`config.mk`:
```
export PLATFORM = sky130hd
export DESIGN_NAME = sorted_set_operation_merge_top
export DESIGN_NICKNAME = d
export VERILOG_FILES = /design/src/sv/ssom_pkg.sv /design/src/sv/ssom_front.sv /design/src/sv/ssom_queue.sv /design/src/sv/ssom_back.sv /design/src/sv/sorted_set_operation_merge_top.sv
export SDC_FILE = /design/constraint.sdc
export NUM_CORES = 1
export LEC_CHECK = 0
export BUFFER_PORTS_ARGS = -buffer_cell sky130_fd_sc_hd__buf_2
export CAP_MARGIN = 20
export CORE_ASPECT_RATIO = 1.25
export CORE_MARGIN = 10
export CORE_UTILIZATION = 40
export CTS_CLUSTER_SIZE = 25
export DETAILED_ROUTE_END_ITERATION = 10
export PLACE_DENSITY = 0.63
export SLEW_MARGIN = 20
export SYNTH_ARGS = -nofsm -noshare
export SYNTH_HDL_FRONTEND = slang
export SYNTH_HIERARCHICAL = 1
export SYNTH_SLANG_ARGS = --single-unit
export TNS_END_PERCENT = 30
```
`constraint.sdc`:
```
create_clock -name clk -period 9.3 [get_ports clk]
set_clock_uncertainty 0.1 [all_clocks]
set_input_delay 0.465 -clock clk [delete_from_list [all_inputs] [get_ports clk]]
set_output_delay 0.465 -clock clk [all_outputs]
set_load 0.03 [all_outputs]
```
`src/sv/ssom_pkg.sv`:
```
// Shared types and constants for the sorted set-operation merge block.
package ssom_pkg;

	localparam int KEY_W = 64;
	localparam int CNT_W = 32;

	typedef enum logic [1:0] {
		MODE_INTERSECT     = 2'd0,
		MODE_INTERSECT_ALL = 2'd1,
		MODE_EXCEPT        = 2'd2,
		MODE_EXCEPT_ALL    = 2'd3
	} set_mode_t;

	typedef struct packed {
		logic [KEY_W-1:0] key_value;
		logic             key_is_null;
		logic             from_right;
		logic             end_of_stream;
	} row_t;

	typedef struct packed {
		logic [KEY_W-1:0] group_key;
		logic             group_key_null;
		logic [CNT_W-1:0] copies;
	} result_t;

	// A finished group as handed from the front part to the back part.
	typedef struct packed {
		logic [KEY_W-1:0] key;
		logic             key_null;
		logic [CNT_W-1:0] left_count;
		logic [CNT_W-1:0] right_count;
	} group_t;

	typedef struct packed {
		logic group_open;
		logic group_push;
	} front_status_t;

endpackage

```
`src/sv/ssom_front.sv`:
```
// Front part: accepts rows, tracks the open group and closes it into the queue.
module ssom_front import ssom_pkg::*; (
	input  logic          clk,
	input  logic          arst_n,
	input  logic          accept,
	input  row_t          row,
	output group_t        group_out,
	output front_status_t status
);

	logic             open_q;
	logic [KEY_W-1:0] key_q;
	logic             key_null_q;
	logic [CNT_W-1:0] left_q;
	logic [CNT_W-1:0] right_q;

	logic             same;
	logic [KEY_W-1:0] row_key;

	// A null key is held as zero; two nulls match, a null never matches a value.
	assign row_key = row.key_is_null ? '0 : row.key_value;

	always_comb begin
		if (row.key_is_null || key_null_q) begin
			same = open_q && row.key_is_null && key_null_q;
		end else begin
			same = open_q && (row_key == key_q);
		end
	end

	assign group_out.key         = key_q;
	assign group_out.key_null    = key_null_q;
	assign group_out.left_count  = left_q;
	assign group_out.right_count = right_q;

	assign status.group_open = open_q;
	assign status.group_push = accept && open_q && (row.end_of_stream || !same);

	always_ff @(posedge clk or negedge arst_n) begin
		if (!arst_n) begin
			open_q     <= 1'b0;
			key_q      <= '0;
			key_null_q <= 1'b0;
			left_q     <= '0;
			right_q    <= '0;
		end else if (accept) begin
			if (row.end_of_stream) begin
				open_q     <= 1'b0;
				key_q      <= '0;
				key_null_q <= 1'b0;
				left_q     <= '0;
				right_q    <= '0;
			end else if (same) begin
				if (row.from_right) begin
					right_q <= (right_q == '1) ? right_q : right_q + CNT_W'(1);
				end else begin
					left_q <= (left_q == '1) ? left_q : left_q + CNT_W'(1);
				end
			end else begin
				open_q     <= 1'b1;
				key_q      <= row_key;
				key_null_q <= row.key_is_null;
				left_q     <= row.from_right ? CNT_W'(0) : CNT_W'(1);
				right_q    <= row.from_right ? CNT_W'(1) : CNT_W'(0);
			end
		end
	end

endmodule

```
`src/sv/ssom_queue.sv`:
```
// Short queue of finished groups between the front and back parts.
module ssom_queue import ssom_pkg::*; #(
	parameter int DEPTH = 4
) (
	input  logic   clk,
	input  logic   arst_n,
	input  logic   wr_en,
	input  group_t wr_data,
	output logic   full,
	input  logic   rd_en,
	output group_t rd_data,
	output logic   empty
);

	localparam int PW = (DEPTH > 1) ? $clog2(DEPTH) : 1;
	localparam int CW = $clog2(DEPTH + 1);

	group_t          mem_q [DEPTH];
	logic [PW-1:0]   wr_ptr_q;
	logic [PW-1:0]   rd_ptr_q;
	logic [CW-1:0]   count_q;
	logic            do_wr;
	logic            do_rd;

	assign full    = (count_q == CW'(DEPTH));
	assign empty   = (count_q == '0);
	assign do_wr   = wr_en && !full;
	assign do_rd   = rd_en && !empty;
	assign rd_data = mem_q[rd_ptr_q];

	always_ff @(posedge clk) begin
		if (do_wr) begin
			mem_q[wr_ptr_q] <= wr_data;
		end
	end

	always_ff @(posedge clk or negedge arst_n) begin
		if (!arst_n) begin
			wr_ptr_q <= '0;
			rd_ptr_q <= '0;
			count_q  <= '0;
		end else begin
			if (do_wr) begin
				wr_ptr_q <= (wr_ptr_q == PW'(DEPTH - 1)) ? '0 : wr_ptr_q + PW'(1);
			end
			if (do_rd) begin
				rd_ptr_q <= (rd_ptr_q == PW'(DEPTH - 1)) ? '0 : rd_ptr_q + PW'(1);
			end
			if (do_wr && !do_rd) begin
				count_q <= count_q + CW'(1);
			end else if (do_rd && !do_wr) begin
				count_q <= count_q - CW'(1);
			end
		end
	end

endmodule

```
`src/sv/ssom_back.sv`:
```
// Back part: works out the copy count of a finished group and holds the result.
module ssom_back import ssom_pkg::*; (
	input  logic      clk,
	input  logic      arst_n,
	input  set_mode_t mode,
	input  logic      q_empty,
	input  group_t    q_data,
	output logic      q_rd,
	output logic      empty,
	input  logic      pop,
	output result_t   result
);

	logic             valid_q;
	result_t          result_q;
	logic [CNT_W-1:0] copies;
	logic             l_nz;
	logic             r_nz;
	logic             l_lt_r;

	assign l_nz   = (q_data.left_count != '0);
	assign r_nz   = (q_data.right_count != '0);
	assign l_lt_r = (q_data.left_count < q_data.right_count);

	always_comb begin
		case (mode)
			MODE_INTERSECT:     copies = (l_nz && r_nz) ? CNT_W'(1) : '0;
			MODE_INTERSECT_ALL: copies = l_lt_r ? q_data.left_count : q_data.right_count;
			MODE_EXCEPT:        copies = (l_nz && !r_nz) ? CNT_W'(1) : '0;
			MODE_EXCEPT_ALL:    copies = l_lt_r ? '0 : q_data.left_count - q_data.right_count;
			default:            copies = '0;
		endcase
	end

	// The output register is refilled in the same cycle that its beat is taken, if the queue holds a group.
	assign q_rd   = !q_empty && (!valid_q || pop);
	assign empty  = !valid_q;
	assign result = result_q;

	always_ff @(posedge clk) begin
		if (q_rd) begin
			result_q.group_key      <= q_data.key;
			result_q.group_key_null <= q_data.key_null;
			result_q.copies         <= copies;
		end
	end

	always_ff @(posedge clk or negedge arst_n) begin
		if (!arst_n) begin
			valid_q <= 1'b0;
		end else if (q_rd) begin
			valid_q <= (copies != '0);
		end else if (pop) begin
			valid_q <= 1'b0;
		end
	end

endmodule

```
`src/sv/sorted_set_operation_merge_top.sv`:
```
// Top level of the sorted set-operation merge block.
// Rows sorted by key enter through a queue-like port: a beat is taken when push
// is high and full is low. Finished groups leave through a second queue-like
// port: the oldest result sits on result while empty is low and is taken when
// pop is high. Each beat of the input channel is a row or an end marker; a group
// closes when a row with another key or an end marker arrives, and groups whose
// copy count is zero never appear on the output.
// One row is taken every cycle while full is low. The group that a row closes
// is written into the group queue at the edge that takes that row, and passes
// from there through the copy-count stage into the output register once that
// register is empty or being popped. The group queue decouples the two halves,
// so a stalled receiver only blocks the input once the queue and the output
// register are full; full then rises and rows wait upstream.
// The mode register is written through cfg_we and cfg_data and should only be
// changed while no groups are in flight. Reset clears the open group, empties
// the queue and output register, and sets the mode to intersect.
module sorted_set_operation_merge_top import ssom_pkg::*; #(
	parameter int QUEUE_DEPTH = 4
) (
	input  logic        clk,
	input  logic        arst_n,
	input  logic        push,
	output logic        full,
	input  row_t        row,
	output logic        empty,
	input  logic        pop,
	output result_t     result,
	input  logic        cfg_we,
	input  logic [1:0]  cfg_data
);

	set_mode_t     mode_q;
	logic          accept;
	group_t        front_group;
	front_status_t front_st;
	logic          q_full;
	logic          q_empty;
	logic          q_rd;
	group_t        q_data;

	always_ff @(posedge clk or negedge arst_n) begin
		if (!arst_n) begin
			mode_q <= MODE_INTERSECT;
		end else if (cfg_we) begin
			mode_q <= set_mode_t'(cfg_data);
		end
	end

	assign full   = q_full;
	assign accept = push && !q_full;

	ssom_front u_front (
		.clk       (clk),
		.arst_n    (arst_n),
		.accept    (accept),
		.row       (row),
		.group_out (front_group),
		.status    (front_st)
	);

	ssom_queue #(
		.DEPTH (QUEUE_DEPTH)
	) u_queue (
		.clk     (clk),
		.arst_n  (arst_n),
		.wr_en   (front_st.group_push),
		.wr_data (front_group),
		.full    (q_full),
		.rd_en   (q_rd),
		.rd_data (q_data),
		.empty   (q_empty)
	);

	ssom_back u_back (
		.clk     (clk),
		.arst_n  (arst_n),
		.mode    (mode_q),
		.q_empty (q_empty),
		.q_data  (q_data),
		.q_rd    (q_rd),
		.empty   (empty),
		.pop     (pop),
		.result  (result)
	);

`ifndef SYNTHESIS
	a_no_zero_copies: assert property (@(posedge clk) disable iff (!arst_n)
		!empty |-> result.copies != '0)
		else $error("result shown with a zero copy count");

	a_null_key_zero: assert property (@(posedge clk) disable iff (!arst_n)
		(!empty && result.group_key_null) |-> result.group_key == '0)
		else $error("null group carries a non-zero key");

	a_no_queue_overflow: assert property (@(posedge clk) disable iff (!arst_n)
		front_st.group_push |-> !q_full)
		else $error("finished group pushed into a full queue");

	a_eos_closes_group: assert property (@(posedge clk) disable iff (!arst_n)
		(accept && row.end_of_stream) |=> !front_st.group_open)
		else $error("group still open after an end marker");
`endif

endmodule

```
==> metrics.txt, run 1 <==
outcome=finished clean; Final Core Density=around 47%; YS warnings=6; met2 WL post-DR=about 48000 um; placed cells=~3300; post-detail-place hpwl=around 64000 um; met3 WL=5510 um; Final Setup Violations=0; starting density of the core=between 40% and 50%; Max clock buf depth=3; 1st-iter DRT viols=~1700; first-pass GRT wire length=roughly 140000 um; minimum clock period=about 6200 ps; num rows=roughly 120; worst path arrival time=6620 ps; Hold Buf Count CTS=between 60 and 70; worst slew pin tran=about 1100 ps; max-cap viol count=0; Synth Cell Area=between 30000 and 40000 um^2; die area=between 90000 and 100000 um^2; clk sink count=753; post-route insts no fill=between 3000 and 4000; Total Neg Setup Slack=0 ps; R2R Path Start=u_queue/rd_ptr_q[0]$_DFFE_PN0P_; most common cell after layout, fill and taps aside=edfxtp_1; Skew-Pair Late Insertion Delay=between 600 and 700 ps; RSZ-0062 raised after global routing=no; CTS tree=done; Cells after Synth=about 2100; H-tree depth=3; grt total ovfl=0; largest net degree at the start of global routing=~90; critical path type=flip-flop to flip-flop; Final Hold Viols=0; input/output buffers=172; hold slack=between 40 and 50 ps; Setup Buffers After CTS=0; most used cells in the layout excluding fill and tap cells=613 x edfxtp_1, 171 x buf_2, 138 x dfrtp_1; gp weighted congestion=0.903; leak pwr=between 10 and 15 nW; PD cells=approximately 340 nW/um^2; IO Pins=about 170; overall routing resource usage=about a fifth; critical path peak fanout=48; CTS Buf Count=76; Remaining DRCs=0; via count=slightly above 20000; drt wl/cell=roughly 26 um; fin. max-slew vios=0; maximum vdd drop=0.000189 V; CP startpoint kind=flip-flop; Antenna Nets Post-Route=0; Fmax=roughly 160 MHz; WL final=92900 um; vias in the first global route=21500; critical path required time=about 9700 ps; Place WS=roughly 3000 ps; fin worst setup slack=between 3000 and 4000 ps; PostCTS Resize Cnt=0; nets=approximately 2500; Hold Startpoint=row[41]; vias per std cell=about 5.9; mean post-synth cell area=roughly 15 um^2; Pre-antenna DRT Iters=6; max_slew headroom=between 20% and 30%; final period utilization=67.0%; Hold Crit Class=primary input to flip-flop; ANT cells=0; Setup crit end kind=flip-flop; area delta synth->final=15.7%; core area=around 81000 um^2; antenna violations before repair=0; Root Buffer Master=clkbuf_16; Die Ht=between 300 and 400 um; share of layout cells above drive strength 1=20.8%; met1 WL=~35000 um; CP startpoint=u_queue/rd_ptr_q[0]$_DFFE_PN0P_; clk slew on worst S/H paths=roughly 60 ps; Post-Syn Nets=approximately 2200; highest routed metal layer=met4; die width=between 200 and 300 um; Layout fillers=7137
-- flip-flops by register name (all words and copies together) (netlist names) --
signal	cells
u_queue/count_q	3
u_queue/wr_ptr_q	2
u_front/key_null_q	1
u_back/result	97
u_front/key_q	64
u_front/open_q	1
mode_q	2
u_queue/mem_q	516
u_front/left_q	32
u_queue/rd_ptr_q	2
u_front/right_q	32
u_back/valid_q	1
-- stage by stage --
stage	power (mW)	cell area (um^2)
after floorplan	8.20	32800
after global placement	9.85	34800
after detailed placement	9.83	34800
after CTS	13.0	38000
after global routing	13.5	38000
final	12.9	38000
-- routing by layer --
layer	up-vias	global-route usage, %
met5	-	0
met4	0	8.33
met3	191	3.33
met2	833	34.2
met1	10500	22.7
li1	9021	-
-- path summary, 6_finish.rpt --
check	to	slack (ps)	depth (start not counted)
worst max-delay path	u_back/valid_q$_DFFE_PN0P_	3070	14
worst min-delay path	u_front/key_q[38]$_DFFE_PN0P_	40	2
worst max register to register	u_back/valid_q$_DFFE_PN0P_	3070	14
worst min register to register	u_queue/count_q[2]$_DFFE_PN0P_	430	1
max in group asynchronous	u_front/key_q[5]$_DFFE_PN0P_	7420	3
min in group asynchronous	u_front/key_q[0]$_DFFE_PN0P_	450	2
-- power by group --
part	leakage (nW)	switching, mW	internal, mW
sequential	7.71	0.402	4.33
combinational	4.51	3.29	1.77
clock	1.21	1.28	1.83
total	13.4	4.97	7.92
-- area by class of cell --
type	instances	area, um^2	area share, %
Clock buffer	99	2030	5.34
Timing Repair Buffer	271	1780	4.69
Tap cell	1071	1340	3.53
Multi-Input combinational cell	1174	10000	26.4
Clock inverter	40	490	1.29
Inverter	105	394	1.04
Sequential cell	753	21900	57.7
-- critical path, stage by stage (launching register included) --
cell      delay, ps
dfrtp_4        1040
buf_4           540
mux4_2          640
ha_1            420
and3_1          280
nand2_1         120
nor2_1          120
a2111o_1        620
nor2_2          470
buf_4           420
o221ai_1        270
nor4_2          350
nand4b_1        190
nor4_1          260
a32oi_1         150
Note: power is estimated with default switching activity, not from simulation.
==> inputs of run 2 (changes only) <==
--- a/config.mk
+++ b/config.mk
@@ -12,7 +12,7 @@
 export CORE_UTILIZATION = 40
 export CTS_CLUSTER_SIZE = 25
 export DETAILED_ROUTE_END_ITERATION = 10
-export PLACE_DENSITY = 0.63
+export PLACE_DENSITY = 0.65
 export SLEW_MARGIN = 20
 export SYNTH_ARGS = -nofsm -noshare
 export SYNTH_HDL_FRONTEND = slang
==> constraint.sdc (replaced) <==
create_clock -name clk -period 5.7 [get_ports clk]
set_clock_uncertainty 0.1 [all_clocks]
set_input_delay 0.285 -clock clk [delete_from_list [all_inputs] [get_ports clk]]
set_output_delay 0.285 -clock clk [all_outputs]
set_load 0.03 [all_outputs]
==> run 2 against run 1 <==
Non-clock buffer count up 23. Critical endpoint unchanged. Sequential power up 59%. Largest power group unchanged. Worst setup slack worse by 2800 ps. Count of clock-buffer cells in the layout up 1. Total power up 63%. Worst hold slack better by 5.4 ps. Combinational power up 69%.
==> metrics.txt, run 2 (synthesized netlist as in run 1, its figures left out) <==
CP top delay family=compound AO/OA/AOI/OAI gates; area post-placement=35000 um^2; Register Area=roughly 22000 um^2; CTS tree=done; clock power share=a little under a quarter; RSZ-0062 raised after global routing=no; global route hottest layer=met2; CP startpoint kind=flip-flop; Final Hold Viols=0; Int Power=12.9 mW; hold slack=around 49 ps; post-detail-place hpwl=between 60000 and 70000 um; WL final=92100 um; PD cells=between 500 and 600 nW/um^2; die area=approximately 94000 um^2; Setup crit end kind=flip-flop; core area=81400 um^2; sw power=between 8 and 9 mW; fin. max-slew vios=0; worst slew pin tran=approximately 1300 ps; Reg power frac=between 30% and 40%; max reg flops=~520; most common cell after layout, fill and taps aside=edfxtp_1; grt total ovfl=0; Remaining DRCs=0; leak pwr=~14 nW; overall routing resource usage=19.2%; minimum clock period=around 5400 ps; met3 Use GR=between 3 and 4%; critical path type=flip-flop to flip-flop; clk slew on worst S/H paths=60 ps; Pre-antenna DRT Iters=6; CP max stage cell=a2111oi_0; Buffers & Inverters on Critical Path=1; Max clock buf depth=3; Multi-input gate area=~10000 um^2; max_slew headroom=12.8%; final period utilization=roughly 95%; share of layout cells above drive strength 1=21.5%; most used cells in the layout excluding fill and tap cells=613 x edfxtp_1, 171 x buf_2, 138 x dfrtp_1; Hold Crit Class=primary input to async pin; 1st-iter DRT viols=between 1500 and 2000; critical path required time=approximately 6000 ps; worst-path cell chain=buf_12 -> mux4_2 -> ha_1 -> fa_1 -> nand2b_1 -> a21oi_1 -> o21ai_1 -> and3_1 -> nor2_1 -> xor2_1 -> a2111oi_0 -> o2111ai_1 -> nor4_1 -> a32oi_1; routing usage on met1=roughly 23%; max-cap viol count=0; Net Sw Frac=about two fifths; Place WS=~460 ps; Skew-Pair Late Insertion Delay=roughly 630 ps; largest net degree at the start of global routing=100; IO Pins=173; vias per std cell=5.84; Root Buffer Master=clkbuf_16; via count=20700; Setup Buffers After CTS=0; maximum vdd drop=between 0.0003 and 0.0004 V; Total Power=21.1 mW; critical path peak fanout=30; register-to-register setup slack=280 ps; antenna violations before repair=3; Final Core Density=roughly 47%; outcome=finished clean; Final Cell Area=roughly 38000 um^2; met2 Use GR=between 30% and 40%; starting density of the core=about two fifths; H-tree depth=3; logic gate share of total power=a little over 40%; die width=~280 um; gp weighted congestion=0.919; drt wl/cell=26.0 um; num rows=117; CTS Buf Count=slightly below 80; Layout fillers=slightly above 7000; worst path arrival time=a little under 6000 ps; input/output buffers=172; nets=around 2500; fin worst setup slack=around 280 ps; area delta synth->final=16.4%; Die Ht=roughly 340 um; vias in the first global route=roughly 22000; CP max stage delay=1150 ps; Fmax=185 MHz; Final Setup Violations=0; Antenna Nets Post-Route=0; Biggest register=u_queue/mem_q; first-pass GRT wire length=139000 um; clk sink count=between 700 and 800
-- run 2: power by group through the flow --
stage / logic, mW / clock network, mW / registers (mW)
floorplan: 5.16 / 0 / 8.18
global placement: 8.52 / 0 / 7.61
detailed placement: 8.48 / 0 / 7.65
CTS: 8.57 / 5.07 / 7.55
global route: 9.13 / 5.30 / 7.62
finish: 8.56 / 4.96 / 7.53
-- run 2: layer usage --
layer / routed length [um] / part of all wire, %
met3: 5610 / 6.1
met1: 34800 / 38
met4: 4510 / 4.9
met2: 47100 / 51
met5: 18 / 0.020
-- run 2: area by class of cell --
cell class / count / share of cell area [%]
Antenna cell: 3 / 0.0196
Clock buffer: 100 / 5.48
Clock inverter: 41 / 1.01
Inverter: 105 / 1.03
Multi-Input combinational cell: 1174 / 26.2
Sequential cell: 753 / 57.4
Tap cell: 1071 / 3.51
Timing Repair Buffer: 294 / 5.36
-- run 2: worst reg2reg max path, stage by stage (launching register included) --
cell and delay (ps):
dfrtp_4 530, buf_12 280, mux4_2 620, ha_1 250, fa_1 410, nand2b_1 190
a21oi_1 340, o21ai_1 220, and3_1 300, nor2_1 160, xor2_1 180, a2111oi_0 1150
o2111ai_1 170, nor4_1 230, a32oi_1 140
-- run 2: what timing repair did --
action	CTS	global route
hold endpoints to repair	105	0
hold buffers	70	0
gates resized for setup	0	0
-- run 2: through the flow --
stage / instances / TNS (ps)
global placement: 3326 / 0
floorplan: 2129 / -49340
global route: 3541 / 0
CTS: 3538 / 0
finish: 3541 / 0
detailed placement: 3327 / 0
-- run 2: final timing paths --
| path | startpoint | endpoint | cells past startpoint |
|---|---|---|---|
| max | u_queue/rd_ptr_q[0]$_DFFE_PN0P_ | u_back/valid_q$_DFFE_PN0P_ | 14 |
| min | arst_n | u_front/key_q[28]$_DFFE_PN0P_ | 2 |
| max reg2reg | u_queue/rd_ptr_q[0]$_DFFE_PN0P_ | u_back/valid_q$_DFFE_PN0P_ | 14 |
| min reg2reg | u_front/key_q[41]$_DFFE_PN0P_ | u_queue/mem_q[2][106]$_DFFE_PP_ | 0 |
| max in group asynchronous | arst_n | u_front/left_q[7]$_DFFE_PN0P_ | 3 |
| min in group clk | row[0] | u_front/key_null_q$_DFFE_PN0P_ | 2 |
==> inputs of run 3 (changes only) <==
--- a/config.mk
+++ b/config.mk
@@ -16,6 +16,5 @@
 export SLEW_MARGIN = 20
 export SYNTH_ARGS = -nofsm -noshare
 export SYNTH_HDL_FRONTEND = slang
-export SYNTH_HIERARCHICAL = 1
 export SYNTH_SLANG_ARGS = --single-unit
 export TNS_END_PERCENT = 30
==> run 3 against run 2 <==
Count of clock-buffer cells in the layout increased by 5. Combinational power increased by 0.5%. Sequential cell count unchanged.
==> metrics.txt, run 3 <==
placed cells=about 3300; mean post-synth cell area=between 15 and 20 um^2; Die Ht=337 um; most common cell after layout, fill and taps aside=edfxtp_1; fin worst setup slack=485 ps; Hold Crit Class=primary input to async pin; drt wl/cell=about 24 um; H-tree depth=3; num rows=116; critical path type=flip-flop to flip-flop; ys async rst share=~19%; most used cells in the layout excluding fill and tap cells=613 x edfxtp_1, 171 x buf_2, 170 x nand2_1; max-cap viol count=0; top cells by area, synth=edfxtp_1 57%, dfrtp_1 11%, mux4_2 9.0%, nand2_1 2.0%, nand3_1 1.7%; fin. max-slew vios=0; area delta synth->final=17.3%; WL final=between 80000 and 90000 um; top post-synthesis cells by count=613 x edfxtp_1, 170 x nand2_1, 140 x dfrtp_1; Reg power frac=between 30% and 40%; Final Setup Violations=0; post-route insts no fill=approximately 3500; largest net degree at the start of global routing=90; Distinct cells, synth=84; die area=92000 um^2; starting density of the core=about 40%; Most common cell on crit path=buf_4; die width=about 270 um; FF-to-FF End=u_back.valid_q$_DFFE_PN0P_; post-detail-place hpwl=~58000 um; CTS Buf Count=between 70 and 80; YS warnings=0; nets=~2500; 1st-iter DRT viols=around 1300; Net Sw Frac=approximately two fifths; Fmax=192 MHz; Seq/Total Area, Yosys=approximately 68%; gp weighted congestion=~0.93; max_slew headroom=around a quarter; via count=19500; worst path arrival time=roughly 5600 ps; most common cell in the netlist=edfxtp_1; register-to-register setup slack=480 ps; worst slew pin tran=approximately 1100 ps; Final Hold Viols=0; top-area cell type share of the netlist area=57.4%; Final Core Density=a little under half; CP startpoint kind=flip-flop; Int Power=between 10 and 15 mW; flops & latches, synth=between 700 and 800; Remaining DRCs=0; minimum clock period=5220 ps; max reg flops=roughly 520; Synth Cell Area=~32000 um^2; Layout fillers=a little under 7000; critical path peak fanout=13; vias in the first global route=roughly 20000; Antenna Nets Post-Route=0; Max clock buf depth=3; clk slew on worst S/H paths=60 ps; Setup Buffers After CTS=0; CP max stage delay=roughly 560 ps; Pre-antenna DRT Iters=6; RSZ-0062 raised after global routing=no; cell accounting for the most synthesized area=edfxtp_1; IO Pins=roughly 170; CTS tree=done; Skew-Pair Late Insertion Delay=roughly 640 ps; final period utilization=between 90% and 100%; first-pass GRT wire length=approximately 130000 um; Biggest register=u_queue.mem_q; input/output buffers=between 150 and 200; worst-path cell chain=buf_4 -> mux4_2 -> inv_1 -> ha_1 -> fa_1 -> nand2b_1 -> a21oi_1 -> o31a_1 -> o311ai_4 -> a21o_1 -> buf_4 -> o311ai_0 -> nor4_1 -> nand3_1 -> nor3_2 -> a41oi_1; Post-synth EDFFs=around 610; Worst Reg-to-Reg Cells=16; Root Buffer Master=clkbuf_16; critical path required time=between 6000 and 7000 ps; Post-Syn Nets=about 2200; R2R Path Start=u_queue.rd_ptr_q[0]$_DFFE_PN0P_; leak pwr=about 14 nW; Synth Flop Type=edfxtp_1; overall routing resource usage=18.4%; PD cells=561 nW/um^2; core area=around 80000 um^2; CP max stage cell=mux4_2; logic gate share of total power=roughly two fifths; Setup crit end kind=flip-flop; share of layout cells above drive strength 1=between 20% and 30%; antenna violations before repair=4; Cells after Synth=2090; grt total ovfl=0; Place WS=roughly 560 ps; maximum vdd drop=around 0.00037 V; sw power=between 8 and 9 mW; clk sink count=753; outcome=finished clean; vias per std cell=between 5 and 6; clock power share=between 20% and 30%
run 3: worst max path at each step:
stage | start | endpoint | slack [ps] | cells after the start
final | u_queue.rd_ptr_q[0]$_DFFE_PN0P_ | u_back.valid_q$_DFFE_PN0P_ | 480 | 16
after floorplan | row[2] | u_queue.mem_q[2][0]$_DFFE_PP_ | -30 | 11
after CTS | u_queue.rd_ptr_q[0]$_DFFE_PN0P_ | u_back.valid_q$_DFFE_PN0P_ | 550 | 16
after global placement | u_queue.rd_ptr_q[0]$_DFFE_PN0P_ | u_back.valid_q$_DFFE_PN0P_ | 580 | 16
after global routing | u_queue.rd_ptr_q[0]$_DFFE_PN0P_ | u_back.valid_q$_DFFE_PN0P_ | 360 | 17
after detailed placement | u_queue.rd_ptr_q[0]$_DFFE_PN0P_ | u_back.valid_q$_DFFE_PN0P_ | 560 | 16
run 3: cell type report:
| class | instances | area (um^2) | share of cell area [%] |
|---|---|---|---|
| diodes | 6 | 15.0 | 0.0399 |
| clock buffers | 105 | 2070 | 5.50 |
| clock inverters | 37 | 439 | 1.17 |
| inverters | 90 | 338 | 0.898 |
| multi-input cells | 1164 | 9490 | 25.2 |
| flip-flops and latches | 753 | 21900 | 58.2 |
| well taps | 1062 | 1330 | 3.53 |
| repair buffers | 292 | 2040 | 5.42 |
run 3: cells by family after synthesis:
kind of cell	share of synthesized area, %
AO/OA/AOI/OAI	5.68
XOR/XNOR	2.54
adder cells (fa/ha/maj)	1.72
buffers and inverters	2.27
flip-flops	68.3
multiplexers	10.1
AND/OR/NAND/NOR	9.39
run 3: power groups by stage:
stage / Sequential (mW) / Combinational (mW) / Clock [mW]
6_report: 7.56 / 8.60 / 4.96
5_1_grt: 7.64 / 9.19 / 5.30
4_1_cts: 7.58 / 8.64 / 5.08
3_5_place_dp: 7.68 / 8.56 / 0
3_3_place_gp: 7.65 / 8.59 / 0
2_1_floorplan: 8.18 / 5.12 / 0
run 3: through the flow:
step / setup TNS [ps] / power, mW / area, um^2 / hold WS (ps)
after floorplan: -6490 / 13.3 / 32100 / -111
after global placement: 0 / 16.2 / 34400 / 215
after detailed placement: 0 / 16.2 / 34400 / 218
after CTS: 0 / 21.3 / 37600 / 102
after global routing: 0 / 22.1 / 37600 / 138
final: 0 / 21.1 / 37600 / 82.9
run 3: repair_timing:
action / 4_1_cts / 5_1_grt
hold buffers: 73 / 0
gates resized for setup: 0 / 0
endpoints found under the hold margin: 125 / 0
run 3: layer usage:
layer / part of all wire [%] / track usage, % / vias to the layer above
li1: - / - / 8678
met1: 39 / 22.6 / 10000
met2: 52 / 32.5 / 650
met3: 6.0 / 3.16 / 134
met4: 2.8 / 6.32 / 0
met5: 0 / 0 / -
run 3: worst max-delay path, delay by kind of cell, from the launching register on:
kind,cells,cell delay [ps]
buffers and inverters,3,670
AO/OA/AOI/OAI,6,1900
flip-flops,1,460
multiplexers,1,560
adder cells (fa/ha/maj),2,380
AND/OR/NAND/NOR,4,970
